`src/rtl/pidl_pkg.sv`:
```
// Package for the positional insert/delete list.
// Holds command and status codes and the per-cycle cell control struct.
// No dependencies.
package pidl_pkg;

   localparam int VALUE_W    = 32;
   localparam int POSITION_W = 7;
   localparam int COUNT_W    = 7;

   typedef enum logic [1:0] {
      CMD_INSERT = 2'd0,
      CMD_DELETE = 2'd1,
      CMD_READ   = 2'd2
   } command_type;

   typedef enum logic [1:0] {
      ST_OK     = 2'd0,
      ST_FULL   = 2'd1,
      ST_EMPTY  = 2'd2,
      ST_BADPOS = 2'd3
   } status_type;

   // Control broadcast from the top level to every cell
   typedef struct packed {
      logic shift_up;    // insert: open a gap at the position
      logic shift_down;  // delete: close the gap at the position
      logic read;        // read: drive the entry at the position on the read chain
   } cell_ctrl_type;

endpackage

```
`src/rtl/pidl_cell.sv`:
```
// One storage cell of the positional insert/delete list.
// Holds a single entry and trades it with its neighbors; uses pidl_pkg.
module pidl_cell #(
   parameter int CMP_W = 7,
   parameter int IDX   = 0
) (
   input  logic                                  clock,
   input  pidl_pkg::cell_ctrl_type               ctrl,
   input  logic [CMP_W-1:0]                      pos,
   input  logic signed [pidl_pkg::VALUE_W-1:0]   ins_value,
   input  logic signed [pidl_pkg::VALUE_W-1:0]   prev_data,
   input  logic signed [pidl_pkg::VALUE_W-1:0]   next_data,
   input  logic signed [pidl_pkg::VALUE_W-1:0]   rd_in,
   output logic signed [pidl_pkg::VALUE_W-1:0]   rd_out,
   output logic signed [pidl_pkg::VALUE_W-1:0]   data
);
   import pidl_pkg::*;

   localparam logic [CMP_W-1:0] MY_IDX = CMP_W'(IDX);

   logic signed [VALUE_W-1:0] data_ff, data_in;
   logic                      at_pos;
   logic                      above_pos;

   assign at_pos    = (pos == MY_IDX);
   assign above_pos = (pos < MY_IDX);

   // Pick the next entry: take from below on insert, from above on delete
   always_comb begin
      data_in = data_ff;
      if (ctrl.shift_up) begin
         if (above_pos) begin
            data_in = prev_data;
         end else if (at_pos) begin
            data_in = ins_value;
         end
      end else if (ctrl.shift_down) begin
         if (at_pos || above_pos) begin
            data_in = next_data;
         end
      end
   end

   always_ff @(posedge clock) begin
      data_ff <= data_in;
   end

   // Merge this entry onto the read chain when it is the one addressed
   assign rd_out = (ctrl.read && at_pos) ? (rd_in | data_ff) : rd_in;
   assign data   = data_ff;

endmodule

```
`config.mk`:
```
export PLATFORM = sky130hd
export DESIGN_NAME = pidl_cell
export DESIGN_NICKNAME = d
export VERILOG_FILES = /design/src/rtl/pidl_pkg.sv /design/src/rtl/pidl_cell.sv
export SDC_FILE = /design/constraint.sdc
export NUM_CORES = 1
export LEC_CHECK = 0
export BUFFER_PORTS_ARGS = -buffer_cell sky130_fd_sc_hd__buf_2
export CORE_AREA = 4 4 112 71
export DETAILED_ROUTE_END_ITERATION = 10
export DIE_AREA = 0 0 116 75
export PLACE_DENSITY = 0.83
export SETUP_SLACK_MARGIN = 0.02
export SYNTH_ARGS = -nofsm -noshare
export SYNTH_HDL_FRONTEND = slang
export SYNTH_SLANG_ARGS = --single-unit
```
`constraint.sdc`:
```
create_clock -name clock -period 5.4 [get_ports clock]
set_clock_uncertainty 0.15 [all_clocks]
set_input_delay 1.08 -clock clock [delete_from_list [all_inputs] [get_ports clock]]
set_output_delay 1.08 -clock clock [all_outputs]
set_load 0.02 [all_outputs]
```
# After elaboration in Yosys (flattened, before gate mapping)
# Index checks and enable logic that the tools add are counted.
[word_totals]
register_bits = 32
out_inout_bits = 64
wordCells = 16
[op_classes]
order_cmp = 1
n_eq_ne = 1
muxes = 6
bitwise_logic = 1
reduce_logical = 6
[ops]
columns = ["cell", "count"]
rows = [
  ["32-bit two-way mux", 6],
  ["32-bit bitwise OR", 1],
  ["7-bit logical NOT", 1],
  ["7-bit by 1-bit < comparator with 1-bit output, second input constant", 1],
  ["2-bit nonzero test", 2],
  ["3-bit by 1-bit != test with 1-bit output, second input constant", 1],
  ["3-bit AND reduction", 1],
  ["1-bit logical AND", 1],
  ["1-bit logical OR", 1],
]

# Logic depth before layout (Yosys ltp)
[logic_depth]
depth_word = 5
depth_mapped = 4
mapped_depth_nobuf = 2

# Least setup slack after synthesis
# OpenSTA, ideal clock, no wires.
[synth_path]
path_type = "in2reg"
startpoint = "input port pos[2]"
endpoint = "register data_ff[0], in the netlist data[0] (enable)"
setup_time_ns = 0.416
t_arrival_ns = 3.232
slack_ns = 1.602
path_stages = 4
n_path_buf = 2
path_cell_list = "or4_4 > buf_6 > buf_12 > nor3_2"
[synth_via]
elab_chain_len = 4
elab_cells_between_ends = 6
cone_classes = "order compare: 1; eq/ne: 1; reduce/logical: 4"
[synth_rtl]
columns = ["element", "line", "rtl"]
rows = [
  ["from (decl)", "pidl_cell.sv:9", "input logic [CMP_W-1:0] pos,"],
  ["7-bit by 1-bit < comparator with 1-bit output / 7-bit logical NOT (equally long branches)", "pidl_cell.sv:26, pidl_cell.sv:25", ""],
  ["1-bit logical OR", "pidl_cell.sv:38", "if (at_pos || above_pos) begin"],
  ["2-bit nonzero test (no source line)", "--", ""],
  ["3-bit AND reduction (no source line) *", "--", ""],
  ["to (signal assigned)", "pidl_cell.sv:45", "data_ff <= data_in;"],
  ["to (decl)", "pidl_cell.sv:21", "logic signed [VALUE_W-1:0] data_ff, data_in;"],
]
# Every way passes the cells marked *; elsewhere a longest branch is shown, timed or not.
# A chain may end at the register's enable or synchronous reset.

# Worst setup path in the final report
[layout_path]
startpoint = "input port pos[2]"
endpoint = "output port rd_out[16] (netlist bit)"
[layout_via]
elab_chain_len = 3
[layout_rtl]
columns = ["element", "line", "rtl"]
rows = [
  ["7-bit logical NOT", "pidl_cell.sv:25", "assign at_pos = (pos == MY_IDX);"],
  ["1-bit logical AND", "pidl_cell.sv:49", "assign rd_out = (ctrl.read && at_pos) ? (rd_in | data_ff) : rd_in;"],
  ["32-bit two-way mux", "pidl_cell.sv:49", ""],
  ["to (decl)", "pidl_cell.sv:14", "output logic signed [pidl_pkg::VALUE_W-1:0] rd_out,"],
]
# Every way passes these cells.

==> results.yml <==
layout:
  drive_above_1_share_pct: 70.3
  n_antenna_cell: 0
  final_cell_mix: "buf_2, inv_1, mux2_2, edfxtp_1, o31ai_4"
  largest_register_ffs: 32
  instances_no_fill: 435
  mostFrequentLayoutCell: "buf_2"
  n_fill_cell: 640
  syn_to_final_growth_pct: 41.7
  nets: 483
detailed_routing:
  ant_nets: 0
  wl_per_cell_um: 13.4
  via_per_inst: 4.34
  remaining_drc_errors: 0
  first_pass_iters: 3
  postRouteWirelength_um: 5850
  drtIter0Drc: 19
  vias: 1887
setup_path:
  cp-start-kind: "input port"
  path_buf_inv: 2
  worstPathMaxFanout: 33
  crit_family: "simple AND/OR/NAND/NOR gates"
  path_depth: 4
  end_kind: "output pin"
  crit_required_ns: 4.17
  path_cells: "buf_2, or4_4, o31ai_4, buf_2"
  endpoint: "rd_out[16]"
  slowest_delay_ns: 0.90
  critPathKind: "in2out"
  crit_start: "pos[2]"
  slowest_stage: "or4_4"
  critPathArrivalTime_ns: 2.66
  cpMostUsedCell: "buf_2"
pwr:
  p_seq_share_pct: 41.7
  power_uw: 666
  power_switching_uw: 156
  switching_share_pct: 23.4
  power_frac_clock_pct: 38.0
  p_comb_share_pct: 20.3
  power.density_nw_per_um2: 198
  ir_worst_vdd_mv: 0.0885
  p_leak_uw: 0.00161
  power.internal_uw: 510
floorplanning:
  die_x_um: 116
  die_area_um2: 8700
  pin_count: 203
  dieHeight_um: 75
  row_count: 24
  start_util_pct: 33.8
  core_area_um2: 7030
placement:
  dp_hpwl_um: 4670
  place.gp.congestion: 0.749
  placed_cells: 428
  dp_slack_ns: 1.50
  portBuffers: 170
cts:
  clockBufferDepth: 2
  cts_tree: "yes"
  cts.sinks: 32
  htreeDepth: 2
  numCtsBuffers: 5
  postCtsSetupBuffers: 0
  cts_root_buf: "clkbuf_16"
  hold_buffers: 0
  path_clk_slew_ns: 0.05
  cts_resized: 0
yosys:
  avgSynthCellArea_um2: 13.4
  syn-num-nets: 316
  synth_area_um2: 2380
  syn_inst: 177
  ys_seq_area_share_pct: 40.4
  yosysWarningCount: 0
  synth-seq-cells: 32
  ys_types: 16
grt:
  grt_max_degree: 34
  grt_pass1_wl_um: 8580
  antenna_found_initial: 0
  grt_pass1_vias: 1891
  overflow: 0
  grtUsageTotal_pct: 12.7
timing:
  fin_crit_sh_pct: 72.1
  maxSlewViolCount: 0
  relSlewSlack_pct: 36.9
  tightest_slew_ns: 0.947
  period_needed_ns: 3.89
  grt_setup_unrepaired: "false"
  setup_tns_ns: 0
  clock.fmax_ghz: 0.257
  hold_viol: 0
  whs_ns: 0.961
  setup_ws_ns: 1.51
  setup_violations: 0
outcome:
  status: "completed"
job:
  drv_cap: 0
hold_path:
  hold_class: "in2reg"
==> layer usage <==
metal	share of wire (%)	GRT usage (%)
met2	50	24.3
met1	38	13.8
met5	0	0
met3	12	4.50
met4	0.43	2.70
==> cells in the mapped netlist <==
master,count,area [um2]
o31ai_4,29,617
or4b_1,1,10.0
inv_1,64,240
buf_2,3,15.0
nor3_2,1,10.0
buf_8,1,15.0
mux2_2,32,360
or3_1,1,6.26
nor2_1,1,3.75
edfxtp_1,32,961
buf_12,3,60.1
or4_4,1,11.3
o31ai_2,1,12.5
o31ai_1,2,15.0
buf_6,3,33.8
clkbuf_1,2,7.51
==> layout make-up <==
type / instances / area, um2 / share of cell area (%)
Clock buffer: 5 / 125 / 3.71
Timing Repair Buffer: 172 / 866 / 25.7
Inverter: 64 / 240 / 7.13
Clock inverter: 2 / 7.51 / 0.223
Sequential cell: 32 / 961 / 28.5
Tap cell: 91 / 114 / 3.38
Multi-Input combinational cell: 69 / 1060 / 31.3
==> logic make-up (layout without fill, tap and decap cells) <==
family | Yosys count | after routing | synth area share (%)
flops | 32 | 32 | 40.4
buf+inv | 76 | 243 | 15.6
simple gates | 5 | 5 | 1.74
mux | 32 | 32 | 15.2
compound gates | 32 | 32 | 27.1
==> how the worst min path moves through the flow <==
| stage | start | end | slack [ns] | cells after the start |
|---|---|---|---|---|
| final | next_data[26] | data[26] | 0.96 | 2 |
| after global routing | ins_value[4] | data[4] | 0.96 | 2 |
| after CTS | ins_value[4] | data[4] | 0.95 | 2 |
| after detailed placement | ins_value[4] | data[4] | 1.24 | 2 |
| after global placement | next_data[3] | data[3] | 1.23 | 2 |
| after floorplan | next_data[0] | data[0] | 1.15 | 1 |
==> per-stage QoR <==
stage / instance area, um2 / util [%]
detailed placement: 3240 / 46.1
finish: 3370 / 48.0
global route: 3370 / 48.0
CTS: 3370 / 48.0
global placement: 3240 / 46.1
floorplan: 2380 / -
==> power groups by stage <==
| stage | Combinational [uW] | Clock, uW | Sequential, uW |
|---|---|---|---|
| after floorplan | 82.6 | 0 | 284 |
| after global placement | 133 | 0 | 283 |
| after detailed placement | 137 | 0 | 283 |
| after CTS | 138 | 266 | 278 |
| after global routing | 147 | 276 | 278 |
| final | 135 | 253 | 278 |
No activity file was read; power rests on OpenSTA's default activity.
